**src/rtl/csim_pkg.sv**
```systemverilog
// Shared constants and types of the cosine similarity engine.
`timescale 1ns / 1ps
package csim_pkg;

    localparam int SAMPLE_WIDTH = 16;
    localparam int MAX_LEN      = 4096;

    localparam int CNT_W  = $clog2(MAX_LEN + 1);
    localparam int PROD_W = 2 * SAMPLE_WIDTH;
    localparam int NORM_W = PROD_W - 1 + $clog2(MAX_LEN);
    localparam int DOT_W  = NORM_W + 1;
    localparam int MAG_W  = NORM_W;
    localparam int SQ_W   = 2 * MAG_W - 1;
    localparam int ALU_W  = SQ_W + 1;

    localparam int SCALE_SHIFT = 32;
    localparam int QUO_W       = SCALE_SHIFT + 1;
    localparam int RAD_W       = QUO_W + 1;
    localparam int ROOT_W      = RAD_W / 2;
    localparam int SIM_W       = 16;

    localparam int MUL_STEPS  = MAG_W;
    localparam int DIV_STEPS  = QUO_W;
    localparam int SQRT_STEPS = ROOT_W;
    localparam int STEP_W     = $clog2(MUL_STEPS);

    localparam logic [ROOT_W-1:0] SIM_MAX = ROOT_W'((1 << (SIM_W - 1)) - 1);

    typedef struct packed {
        logic signed [DOT_W-1:0] dot;
        logic [NORM_W-1:0]       norm_x;
        logic [NORM_W-1:0]       norm_y;
        logic [CNT_W-1:0]        count;
        logic                    done;
    } csim_sums_t;

    typedef struct packed {
        logic signed [SIM_W-1:0] similarity;
        logic                    zero_norm;
        logic [CNT_W-1:0]        element_count;
    } csim_res_t;

endpackage

```
**src/rtl/csim_ifs.sv**
```systemverilog
// Valid/ready channel interfaces for element pairs and similarity results.
`timescale 1ns / 1ps
interface csim_in_if;
    logic                                  valid;
    logic                                  ready;
    logic signed [csim_pkg::SAMPLE_WIDTH-1:0] x_elem;
    logic signed [csim_pkg::SAMPLE_WIDTH-1:0] y_elem;
    logic                                  last_elem;

    modport source (output valid, x_elem, y_elem, last_elem, input ready);
    modport sink (input valid, x_elem, y_elem, last_elem, output ready);
endinterface

interface csim_out_if;
    logic                               valid;
    logic                               ready;
    logic signed [csim_pkg::SIM_W-1:0]  similarity;
    logic                               zero_norm;
    logic [csim_pkg::CNT_W-1:0]         element_count;

    modport source (output valid, similarity, zero_norm, element_count, input ready);
    modport sink (input valid, similarity, zero_norm, element_count, output ready);
endinterface

```
**src/rtl/csim_accum.sv**
```systemverilog
// Streaming accumulator of the dot product, both squared norms and the pair count.
`timescale 1ns / 1ps
module csim_accum (
    input  logic                   clk,
    input  logic                   rst_n,
    csim_in_if.sink                elem_ch,
    input  logic                   clear,
    output csim_pkg::csim_sums_t   sums
);
    import csim_pkg::*;

    logic signed [DOT_W-1:0]  dot_reg, dot_next;
    logic [NORM_W-1:0]        nx_reg, nx_next;
    logic [NORM_W-1:0]        ny_reg, ny_next;
    logic [CNT_W-1:0]         cnt_reg, cnt_next;
    logic                     done_reg, done_next;
    logic signed [PROD_W-1:0] xy_prod;
    logic signed [PROD_W-1:0] xx_prod;
    logic signed [PROD_W-1:0] yy_prod;
    logic                     take;

    assign elem_ch.ready = !done_reg;
    assign take          = elem_ch.valid && !done_reg;

    assign xy_prod = elem_ch.x_elem * elem_ch.y_elem;
    assign xx_prod = elem_ch.x_elem * elem_ch.x_elem;
    assign yy_prod = elem_ch.y_elem * elem_ch.y_elem;

    always_comb
    begin
        dot_next  = dot_reg;
        nx_next   = nx_reg;
        ny_next   = ny_reg;
        cnt_next  = cnt_reg;
        done_next = done_reg;
        if (clear)
        begin
            dot_next  = '0;
            nx_next   = '0;
            ny_next   = '0;
            cnt_next  = '0;
            done_next = 1'b0;
        end
        else if (take)
        begin
            if (cnt_reg < CNT_W'(MAX_LEN))
            begin
                dot_next = dot_reg + DOT_W'(xy_prod);
                nx_next  = nx_reg + NORM_W'($unsigned(xx_prod));
                ny_next  = ny_reg + NORM_W'($unsigned(yy_prod));
                cnt_next = cnt_reg + CNT_W'(1);
            end
            done_next = elem_ch.last_elem;
        end
    end

    always_ff @(posedge clk or negedge rst_n)
    begin
        if (!rst_n)
        begin
            dot_reg  <= '0;
            nx_reg   <= '0;
            ny_reg   <= '0;
            cnt_reg  <= '0;
            done_reg <= 1'b0;
        end
        else
        begin
            dot_reg  <= dot_next;
            nx_reg   <= nx_next;
            ny_reg   <= ny_next;
            cnt_reg  <= cnt_next;
            done_reg <= done_next;
        end
    end

    assign sums.dot    = dot_reg;
    assign sums.norm_x = nx_reg;
    assign sums.norm_y = ny_reg;
    assign sums.count  = cnt_reg;
    assign sums.done   = done_reg;

endmodule

```
**src/rtl/csim_alu.sv**
```systemverilog
// Shared wide adder and subtractor with a carry out used as the compare result.
`timescale 1ns / 1ps
module csim_alu (
    input  logic [csim_pkg::ALU_W-1:0] op_a,
    input  logic [csim_pkg::ALU_W-1:0] op_b,
    input  logic                       sub,
    output logic [csim_pkg::ALU_W-1:0] result,
    output logic                       carry
);
    import csim_pkg::*;

    logic [ALU_W-1:0] b_eff;

    assign b_eff = sub ? ~op_b : op_b;
    assign {carry, result} = {1'b0, op_a} + {1'b0, b_eff} + (ALU_W + 1)'(sub);

endmodule

```
**src/rtl/csim_solver.sv**
```systemverilog
// Sequencer that turns the finished sums into the rounded similarity on the shared adder.
`timescale 1ns / 1ps
module csim_solver (
    input  logic                 clk,
    input  logic                 rst_n,
    input  csim_pkg::csim_sums_t sums,
    output logic                 take,
    output logic                 res_valid,
    input  logic                 res_ack,
    output csim_pkg::csim_res_t  res
);
    import csim_pkg::*;

    typedef enum logic [5:0] {
        ST_IDLE   = 6'b000001,
        ST_MUL_DD = 6'b000010,
        ST_MUL_P  = 6'b000100,
        ST_DIV    = 6'b001000,
        ST_SQRT   = 6'b010000,
        ST_DONE   = 6'b100000
    } state_t;

    state_t              state_reg, state_next;
    logic [STEP_W-1:0]   step_reg, step_next;
    logic [ALU_W-1:0]    acc_reg, acc_next;
    logic [ALU_W-1:0]    mcand_reg, mcand_next;
    logic [MAG_W-1:0]    mplier_reg, mplier_next;
    logic [SQ_W-1:0]     dd_reg, dd_next;
    logic [SQ_W-1:0]     p_reg, p_next;
    logic [QUO_W-1:0]    q_reg, q_next;
    logic [RAD_W-1:0]    sq_reg, sq_next;
    logic [ROOT_W-1:0]   root_reg, root_next;
    logic [NORM_W-1:0]   ny_reg, ny_next;
    logic                neg_reg, neg_next;
    logic                zero_reg, zero_next;
    logic [CNT_W-1:0]    cnt_reg, cnt_next;

    logic [ALU_W-1:0]    alu_a;
    logic [ALU_W-1:0]    alu_b;
    logic                alu_sub;
    logic [ALU_W-1:0]    alu_sum;
    logic                alu_carry;

    logic [MAG_W-1:0]    mag;
    logic [ALU_W-1:0]    prod;
    logic [ALU_W-1:0]    rem2;
    logic [QUO_W-1:0]    quo;
    logic [ROOT_W-1:0]   m_val;
    logic [ROOT_W-1:0]   m_neg;

    csim_alu u_alu (
        .op_a   (alu_a),
        .op_b   (alu_b),
        .sub    (alu_sub),
        .result (alu_sum),
        .carry  (alu_carry)
    );

    assign mag  = sums.dot[DOT_W-1] ? MAG_W'(-sums.dot) : MAG_W'(sums.dot);
    assign prod = mplier_reg[0] ? alu_sum : acc_reg;
    assign rem2 = {acc_reg[ALU_W-2:0], q_reg[QUO_W-1]};
    assign quo  = {q_reg[QUO_W-2:0], alu_carry};

    always_comb
    begin
        state_next  = state_reg;
        step_next   = step_reg;
        acc_next    = acc_reg;
        mcand_next  = mcand_reg;
        mplier_next = mplier_reg;
        dd_next     = dd_reg;
        p_next      = p_reg;
        q_next      = q_reg;
        sq_next     = sq_reg;
        root_next   = root_reg;
        ny_next     = ny_reg;
        neg_next    = neg_reg;
        zero_next   = zero_reg;
        cnt_next    = cnt_reg;
        alu_a       = acc_reg;
        alu_b       = mcand_reg;
        alu_sub     = 1'b0;
        take        = 1'b0;
        res_valid   = 1'b0;
        unique case (state_reg)
            ST_IDLE:
            begin
                if (sums.done)
                begin
                    take        = 1'b1;
                    neg_next    = sums.dot[DOT_W-1];
                    zero_next   = (sums.norm_x == '0) || (sums.norm_y == '0);
                    cnt_next    = sums.count;
                    ny_next     = sums.norm_y;
                    acc_next    = '0;
                    mcand_next  = ALU_W'(mag);
                    mplier_next = mag;
                    dd_next     = SQ_W'(sums.norm_x);
                    step_next   = STEP_W'(MUL_STEPS - 1);
                    if ((sums.norm_x == '0) || (sums.norm_y == '0))
                    begin
                        state_next = ST_DONE;
                    end
                    else
                    begin
                        state_next = ST_MUL_DD;
                    end
                end
            end
            ST_MUL_DD:
            begin
                mcand_next  = mcand_reg << 1;
                mplier_next = mplier_reg >> 1;
                if (step_reg == '0)
                begin
                    // The norm of x was parked in dd_reg until the square of the dot is ready.
                    mcand_next  = ALU_W'(dd_reg);
                    mplier_next = ny_reg;
                    dd_next     = prod[SQ_W-1:0];
                    acc_next    = '0;
                    step_next   = STEP_W'(MUL_STEPS - 1);
                    state_next  = ST_MUL_P;
                end
                else
                begin
                    acc_next  = prod;
                    step_next = step_reg - STEP_W'(1);
                end
            end
            ST_MUL_P:
            begin
                mcand_next  = mcand_reg << 1;
                mplier_next = mplier_reg >> 1;
                if (step_reg == '0)
                begin
                    p_next     = prod[SQ_W-1:0];
                    acc_next   = ALU_W'(dd_reg[SQ_W-1:1]);
                    q_next     = {dd_reg[0], {SCALE_SHIFT{1'b0}}};
                    step_next  = STEP_W'(DIV_STEPS - 1);
                    state_next = ST_DIV;
                end
                else
                begin
                    acc_next  = prod;
                    step_next = step_reg - STEP_W'(1);
                end
            end
            ST_DIV:
            begin
                alu_a    = rem2;
                alu_b    = ALU_W'(p_reg);
                alu_sub  = 1'b1;
                acc_next = alu_carry ? alu_sum : rem2;
                q_next   = quo;
                if (step_reg == '0)
                begin
                    sq_next    = {1'b0, quo};
                    acc_next   = '0;
                    root_next  = '0;
                    step_next  = STEP_W'(SQRT_STEPS - 1);
                    state_next = ST_SQRT;
                end
                else
                begin
                    step_next = step_reg - STEP_W'(1);
                end
            end
            ST_SQRT:
            begin
                alu_a     = {acc_reg[ALU_W-3:0], sq_reg[RAD_W-1:RAD_W-2]};
                alu_b     = ALU_W'({root_reg[ROOT_W-2:0], 2'b01});
                alu_sub   = 1'b1;
                acc_next  = alu_carry ? alu_sum : alu_a;
                root_next = {root_reg[ROOT_W-2:0], alu_carry};
                sq_next   = sq_reg << 2;
                if (step_reg == '0)
                begin
                    state_next = ST_DONE;
                end
                else
                begin
                    step_next = step_reg - STEP_W'(1);
                end
            end
            ST_DONE:
            begin
                res_valid = 1'b1;
                if (res_ack)
                begin
                    state_next = ST_IDLE;
                end
            end
            default:
            begin
                state_next = ST_IDLE;
            end
        endcase
    end

    always_ff @(posedge clk or negedge rst_n)
    begin
        if (!rst_n)
        begin
            state_reg <= ST_IDLE;
        end
        else
        begin
            state_reg <= state_next;
        end
    end

    always_ff @(posedge clk)
    begin
        step_reg   <= step_next;
        acc_reg    <= acc_next;
        mcand_reg  <= mcand_next;
        mplier_reg <= mplier_next;
        dd_reg     <= dd_next;
        p_reg      <= p_next;
        q_reg      <= q_next;
        sq_reg     <= sq_next;
        root_reg   <= root_next;
        ny_reg     <= ny_next;
        neg_reg    <= neg_next;
        zero_reg   <= zero_next;
        cnt_reg    <= cnt_next;
    end

    // The largest odd value not above the root gives the rounded magnitude.
    assign m_val = ROOT_W'((root_reg + ROOT_W'(1)) >> 1);
    assign m_neg = ~m_val + ROOT_W'(1);

    always_comb
    begin
        res.zero_norm     = zero_reg;
        res.element_count = cnt_reg;
        if (zero_reg)
        begin
            res.similarity = '0;
        end
        else if (neg_reg)
        begin
            res.similarity = SIM_W'(m_neg);
        end
        else if (m_val > SIM_MAX)
        begin
            res.similarity = SIM_W'(SIM_MAX);
        end
        else
        begin
            res.similarity = SIM_W'(m_val);
        end
    end

endmodule

```
**src/rtl/cosine_similarity_engine.sv**
```systemverilog
// Top level of the streaming fixed-point cosine similarity engine.
// Element pairs are taken one per cycle; after a marked last pair the input stalls until the sequencer takes the sums.
// After the transfer of the last pair the result comes from these steps, skipped when a norm is zero:
// two 43-step shift-add multiplies, a 33-step divide and a 17-step square root on one adder.
// The next vectors stream in while a result is computed; one finish runs at a time.
// Reset clears the sums, the pair count, the sequencer and the output valid flag.
`timescale 1ns / 1ps
module cosine_similarity_engine (
    input  logic        clk,
    input  logic        rst_n,
    csim_in_if.sink     elem_ch,
    csim_out_if.source  result_ch
);
    import csim_pkg::*;

    csim_sums_t              sums;
    csim_res_t               res;
    logic                    take;
    logic                    res_valid;
    logic                    res_ack;
    logic                    out_valid_reg, out_valid_next;
    logic signed [SIM_W-1:0] sim_reg;
    logic                    zero_reg;
    logic [CNT_W-1:0]        cnt_reg;

    csim_accum u_accum (
        .clk     (clk),
        .rst_n   (rst_n),
        .elem_ch (elem_ch),
        .clear   (take),
        .sums    (sums)
    );

    csim_solver u_solver (
        .clk       (clk),
        .rst_n     (rst_n),
        .sums      (sums),
        .take      (take),
        .res_valid (res_valid),
        .res_ack   (res_ack),
        .res       (res)
    );

    assign res_ack = res_valid && (!out_valid_reg || result_ch.ready);

    always_comb
    begin
        out_valid_next = out_valid_reg;
        if (res_ack)
        begin
            out_valid_next = 1'b1;
        end
        else if (result_ch.ready)
        begin
            out_valid_next = 1'b0;
        end
    end

    always_ff @(posedge clk or negedge rst_n)
    begin
        if (!rst_n)
        begin
            out_valid_reg <= 1'b0;
        end
        else
        begin
            out_valid_reg <= out_valid_next;
        end
    end

    always_ff @(posedge clk)
    begin
        if (res_ack)
        begin
            sim_reg  <= res.similarity;
            zero_reg <= res.zero_norm;
            cnt_reg  <= res.element_count;
        end
    end

    assign result_ch.valid         = out_valid_reg;
    assign result_ch.similarity    = sim_reg;
    assign result_ch.zero_norm     = zero_reg;
    assign result_ch.element_count = cnt_reg;

endmodule

```
**src/flat_wrapper.sv**
```systemverilog
// flat-port wrapper written by rule: the top's interface ports become plain ports
module cosine_similarity_engine_flat import csim_pkg::*;
  (clk, rst_n, elem_ch_valid, elem_ch_x_elem, elem_ch_y_elem, elem_ch_last_elem, elem_ch_ready, result_ch_valid, result_ch_similarity, result_ch_zero_norm, result_ch_element_count, result_ch_ready);
  csim_in_if elem_ch_i ();
  csim_out_if result_ch_i ();
  input  logic clk;
  input  logic rst_n;
  input wire logic [$bits(elem_ch_i.valid)-1:0] elem_ch_valid;
  input wire logic [$bits(elem_ch_i.x_elem)-1:0] elem_ch_x_elem;
  input wire logic [$bits(elem_ch_i.y_elem)-1:0] elem_ch_y_elem;
  input wire logic [$bits(elem_ch_i.last_elem)-1:0] elem_ch_last_elem;
  output wire logic [$bits(elem_ch_i.ready)-1:0] elem_ch_ready;
  output wire logic [$bits(result_ch_i.valid)-1:0] result_ch_valid;
  output wire logic [$bits(result_ch_i.similarity)-1:0] result_ch_similarity;
  output wire logic [$bits(result_ch_i.zero_norm)-1:0] result_ch_zero_norm;
  output wire logic [$bits(result_ch_i.element_count)-1:0] result_ch_element_count;
  input wire logic [$bits(result_ch_i.ready)-1:0] result_ch_ready;
  assign elem_ch_i.valid = elem_ch_valid;
  assign elem_ch_i.x_elem = elem_ch_x_elem;
  assign elem_ch_i.y_elem = elem_ch_y_elem;
  assign elem_ch_i.last_elem = elem_ch_last_elem;
  assign elem_ch_ready = elem_ch_i.ready;
  assign result_ch_valid = result_ch_i.valid;
  assign result_ch_similarity = result_ch_i.similarity;
  assign result_ch_zero_norm = result_ch_i.zero_norm;
  assign result_ch_element_count = result_ch_i.element_count;
  assign result_ch_i.ready = result_ch_ready;
  cosine_similarity_engine u_core (.clk(clk), .rst_n(rst_n), .elem_ch(elem_ch_i), .result_ch(result_ch_i));
endmodule
```
**config.mk**
```make
export PLATFORM = sky130hd
export DESIGN_NAME = cosine_similarity_engine_flat
export DESIGN_NICKNAME = d
export VERILOG_FILES = /design/src/rtl/csim_pkg.sv /design/src/rtl/csim_ifs.sv /design/src/rtl/csim_accum.sv /design/src/rtl/csim_alu.sv /design/src/rtl/csim_solver.sv /design/src/rtl/cosine_similarity_engine.sv /design/src/flat_wrapper.sv
export SDC_FILE = /design/constraint.sdc
export NUM_CORES = 2
export LEC_CHECK = 0
export BUFFER_PORTS_ARGS = -buffer_cell sky130_fd_sc_hd__buf_2
export CORE_AREA = 2 2 560 339
export DETAILED_ROUTE_END_ITERATION = 10
export DIE_AREA = 0 0 562 341
export GPL_ROUTABILITY_DRIVEN = 0
export PLACE_DENSITY = 0.62
export SYNTH_ARGS = -nofsm -noshare
export SYNTH_HDL_FRONTEND = slang
export SYNTH_HIERARCHICAL = 1
export SYNTH_SLANG_ARGS = --single-unit
```
**constraint.sdc**
```tcl
create_clock -name clk -period 10.35 [get_ports clk]
set_input_delay 0 -clock clk [delete_from_list [all_inputs] [get_ports clk]]
set_output_delay 0 -clock clk [all_outputs]
set_load 0.1 [all_outputs]
```
---- Yosys cells after proc, flatten, opt, wreduce, memory -nomap -nowiden ----
Cells that the tools add are included.
word-level totals
  flip-flop bits (word level) ............. 714
  input port bits ......................... 37
  output and inout port bits .............. 32
  word-level logic and storage cells ...... 144
cells by class
  add/subtract/negate cells ............... 10
  multiply operators ...................... 3
  order comparisons ....................... 2
  eq/ne operators ......................... 13
  muxes and demuxes ....................... 63
  bitwise gates (word level) .............. 2
  reductions and logical operators ........ 28
operators by type and width
  cell                                 number
  two-way mux 86 bit                   10
  one-hot mux 86 bit (5 select lines)  1
  two-way mux 43 bit                   9
  one-hot mux 86 bit (2 select lines)  2
  one-hot mux 86 bit (3 select lines)  1
  two-way mux 85 bit                   2
  one-hot mux 85 bit (2 select lines)  1
  two-way mux 44 bit                   3
  one-hot mux 43 bit (3 select lines)  1
  multiplier 16 x 16 -> 32 bit         3
  adder 86 x 86 -> 87 bit              1
  adder 87 x 1 -> 87 bit               1
  adder 43 x 32 -> 43 bit              2
  logical NOT 43 bit                   2
  NOT 86 bit                           1
  two-way mux 6 bit                    12
  one-hot mux 34 bit (2 select lines)  1
  one-hot mux 33 bit (2 select lines)  1
  adder 44 x 32 -> 44 bit              1
  negator 43 bit                       1
  two-way mux 13 bit                   3
  one-hot mux 6 bit (6 select lines)   1
  two-way mux 34 bit                   1
  one-hot mux 17 bit (2 select lines)  1
  31 further kinds                     59

---- Longest topological paths before layout ----
  depth after elaboration ................. 9
  mapped depth ............................ 37
  gate-level depth less buffers ........... 35

---- By module ----
The synthesis kept the hierarchy.
modules (own cells, without submodules)
  module                    times used  cells an instance  area an instance (um^2)  seq. area each (um^2)
  csim_accum                1           4,289              39,280.2                 3,603.5
  csim_solver               1           2,421              27,884.2                 16,156.7
  csim_alu                  1           901                6,122.1                  0.0
  cosine_similarity_engine  1           34                 944.7                    925.9

---- Worst setup path before layout ----
Ideal clock, no wire load.
  kind .................................... input to register
  start point ............................. input elem_ch_y_elem[15]
  end point ............................... register u_core.u_accum.ny_reg[32]
  library setup time ...................... 0.132 ns
  data arrival time ....................... 7.584 ns
  required time ........................... 10.218 ns
  slack ................................... 2.634 ns
  stages .................................. 32
  path buffers ............................ 1
  cell sequence ........................... inv_1 > clkbuf_1 > nor2_1 > fa_1 > inv_1 > fa_1 > inv_1 > fa_1 > fa_1 > fa_1 > inv_1 > fa_1 > inv_1 > ha_1 > a21o_1 > a21oi_1 > nor3b_1 > o311a_1 > nor2_1 > a21oi_1 > xnor2_1 > ha_1 > a21o_1 > a21o_1 > a21oi_1 > nor2b_1 > nor3_1 > a31oi_1 > o21ai_0 > a21oi_1 > xnor2_1 > nor2_1
on the way
  longest elaborated chain between the ends .. 5
RTL lines
  what                          line                text
  from (decl)                   flat_wrapper.sv:10  input wire logic [$bits(elem_ch_i.y_elem)-1:0] elem_ch_y_elem;
  multiplier 16 x 16 -> 32 bit  csim_accum.sv:27    assign yy_prod = elem_ch.y_elem * elem_ch.y_elem;
  adder 43 x 32 -> 43 bit       csim_accum.sv:50    ny_next = ny_reg + NORM_W'($unsigned(yy_prod));
  two-way mux 43 bit            csim_accum.sv:46    if (cnt_reg < CNT_W'(MAX_LEN))
  two-way mux 43 bit            csim_accum.sv:44    else if (take)
  two-way mux 43 bit            csim_accum.sv:36    if (clear)
  to (signal assigned)          csim_accum.sv:71    ny_reg <= ny_next;
  to (decl)                     csim_accum.sv:14    logic [NORM_W-1:0] ny_reg, ny_next;
No other way between the ends. The select of a mux whose other input is x is not followed.
A chain may end at the register's enable or synchronous reset.

---- Worst setup path in the final report ----
  start point ............................. input elem_ch_y_elem[1]
  end point ............................... register u_core.u_accum.ny_reg[38]
Same word-level chain as after synthesis.

==> results.md <==
- Total grt overflow: 0
- Fraction of synthesized cell area taken by the top area cell type: 22.8%
- Setup TNS Final: 0 ns
- Fmax: 119 MHz
- Cts hold-fix bufs: 7
- GRT Max-Usage Layer: met1
- GRT Util Overall: 22.4%
- Hold path start: elem_ch_y_elem[0]
- Dpl hpwl: 159 mm
- CTS sink cnt: 714
- Top cells by area, synth: edfxtp_1 23%, fa_1 22%, ha_1 7.9%
- Port Buf Inserts: ~70
- Remaining DRCs: 0
- First-pass GRT wire length: 338 mm
- Adder-Cell Fraction of Synth Area: between 20 and 30%
- Reg2reg start: u_core/u_solver/state_reg[1]
- # nets final: around 9000
- Die Y: 341 µm
- Worst path slowest cell: o21ai_0
- Most frequent cells in the layout: 1068 x inv_1, 1005 x nand2_1, 820 x fa_1, 563 x edfxtp_1, 466 x ha_1
- Layout cell share with drive strength beyond 1: 5.67%
- Initial Util: between 30% and 40%
- Slowest Stage Delay on Critical Path: 0.63 ns
- Yosys Warn Count: 6
- Worst Tran Pin Value: 1.23 ns
- Sequential share of the synthesized area: 27.9%
- Worst Setup Path Type: primary input to flip-flop
- Die Wd: 562 µm
- Worst skew pair latency: 0.71 ns
- Largest family of logic cells by synthesized area: adder cells
- Area of the multi-input gates: 48000 µm²
- Vias: roughly 57000
- Max_slew headroom: 17.7%
- Crit start category: primary input
- Largest net degree at the start of global routing: 148
- Vias in the first global route: 57400
- Slew Limit Fails: 0
- Cell Area, Synth: 74200 µm²
- Syn Nets: 8969
- Routing usage on met2: between 30 and 40%
- Cell accounting for the most synthesized area: edfxtp_1
- Initial antenna violation count: 14
- Mapped Avg Cell Area: around 9.7 µm²
- Compound-cell area share of the yosys netlist: 15.4%
- Period minus WS final: between 8 and 9 ns
- CTS Buffer Depth: 3
- FP Rows: 123
- Sequential Area: just over 20000 µm²
- FILL cells: 17900
- Status: finished clean
- Clock tree root buffer cell: clkbuf_16
- Routed wire length: between 200 and 250 mm
- Crit path launch: elem_ch_y_elem[1]
- DR WL/cell: 21.4 µm
- Met3 Resource Use GR: 6.06%
- Vias per cell: 5.70
- Area grow syn2layout: 7.35%
- Postcts setup bufs: 0
- Unrepaired setup endpoints after global routing: no
- Top FF cell, synth: edfxtp_1
- Max Cap Viol: 0
- H-tree levels: 3
- Final hold vios: 0
- Clock transition at path regs: about 0.070 ns
- Cts repair resizes: 0
- Diode count: 0
- FFs w/ async S/R, synth: about a fifth
- Post-Synth XOR/XNOR Area: ~5%
- Commonest non-fill, non-tap cell in the layout: inv_1
- Number of buffers created by CTS: 77
- Boundary pin count: 69
- Iteration-0 DRC Markers: 6535
- HP Class: primary input to flip-flop
- Crit path top cell by count: fa_1
- Post-synthesis mux area share: ~1.4%
- Critical Path RT: 10.88 ns
- CTS tree: yes
- CP endpoint kind: flip-flop
- Number of flops mapped to enable cells by yosys: 563
- Final setup violation count: 0
- Worst Path Arrival: between 8 and 9 ns
- Post-synthesis cell count: approximately 7600
- Met1 global-route usage: 34.6%
- Yosys cell types: 119
- Post-synthesis simple-gate area fraction: 12.7%
- FF+latch count, synth: 714
- Worst Path Max Fanout: 37
- Antenna violation net count after detailed routing: 0
- Fin crit share: 81.0%
- Core area: approximately 190000 µm²
- First-pass DRT Iterations: 8
- Skew final: 0.0753 ns
- Die Footprint: ~190000 µm²
## worst paths after layout
check                                                    end  slack, ns  cells past startpoint
max reg2reg                      u_core/u_solver/acc_reg[42]       2.24                     20
min in group asynchronous          u_core/u_accum/ny_reg[27]       0.45                      4
max in group asynchronous           u_core/u_accum/nx_reg[3]       8.24                      5
max                                u_core/u_accum/ny_reg[38]       1.97                     32
min reg2reg                u_core/result_ch.element_count[8]       0.42                      0
min                                 u_core/u_accum/ny_reg[0]       0.14                      4
## cell type report
| type | count | area share, % |
|---|---|---|
| repair buffers | 157 | 1.37 |
| inverters | 1083 | 5.11 |
| clock buffers | 97 | 2.56 |
| flip-flops and latches | 714 | 26.0 |
| well taps | 2500 | 3.93 |
| multi-input cells | 5448 | 60.3 |
| clock inverters | 45 | 0.816 |
## cells in the mapped netlist, drive strengths merged (138+ instances only)
cell       n
a21o     138
a21oi    353
a22o     140
a22oi    195
and2     197
clkbuf   337
dfrtp    150
edfxtp   563
fa       821
ha       466
inv     1073
nand2   1006
nor2     317
o21ai    256
xnor2    205
xor2     218
## per-layer routing
| metal | vias to the layer above | wire length (µm) |
|---|---|---|
| li1 | 25700 | - |
| met5 | - | 115 |
| met3 | 241 | 23400 |
| met1 | 28800 | 102000 |
| met4 | 8 | 3360 |
| met2 | 2554 | 86000 |
## critical path: cells and delay by family
kind,cells,cell delay [ns]
compound gates,10,2.49
buf+inv,6,1.41
fa+ha+maj,8,3.84
simple gates,6,0.80
xor+xnor,2,0.36
## kinds of logic after synthesis
logic type,Yosys count
flip-flops,714
AND/OR/NAND/NOR,2027
buffers and inverters,1483
XOR/XNOR,423
multiplexers,96
AO/OA/AOI/OAI,1615
adder cells (fa/ha/maj),1287
## stage by stage
step	worst slack (ns)	std cells	util (%)	area [µm²]	hold slack, ns
after global placement	1.50	9895	41.2	76900	-0.0486
after CTS	2.08	10000	42.7	79700	0.0967
after floorplan	2.63	7645	-	74200	-0.296
final	1.97	10000	42.7	79700	0.136
after detailed placement	1.41	9895	41.2	76900	-0.0463
after global routing	1.29	10000	42.7	79700	0.147
Power is left out: the tool's default activity adds up to more than one toggle a clock period on the data nets, which glitch-free logic cannot reach.
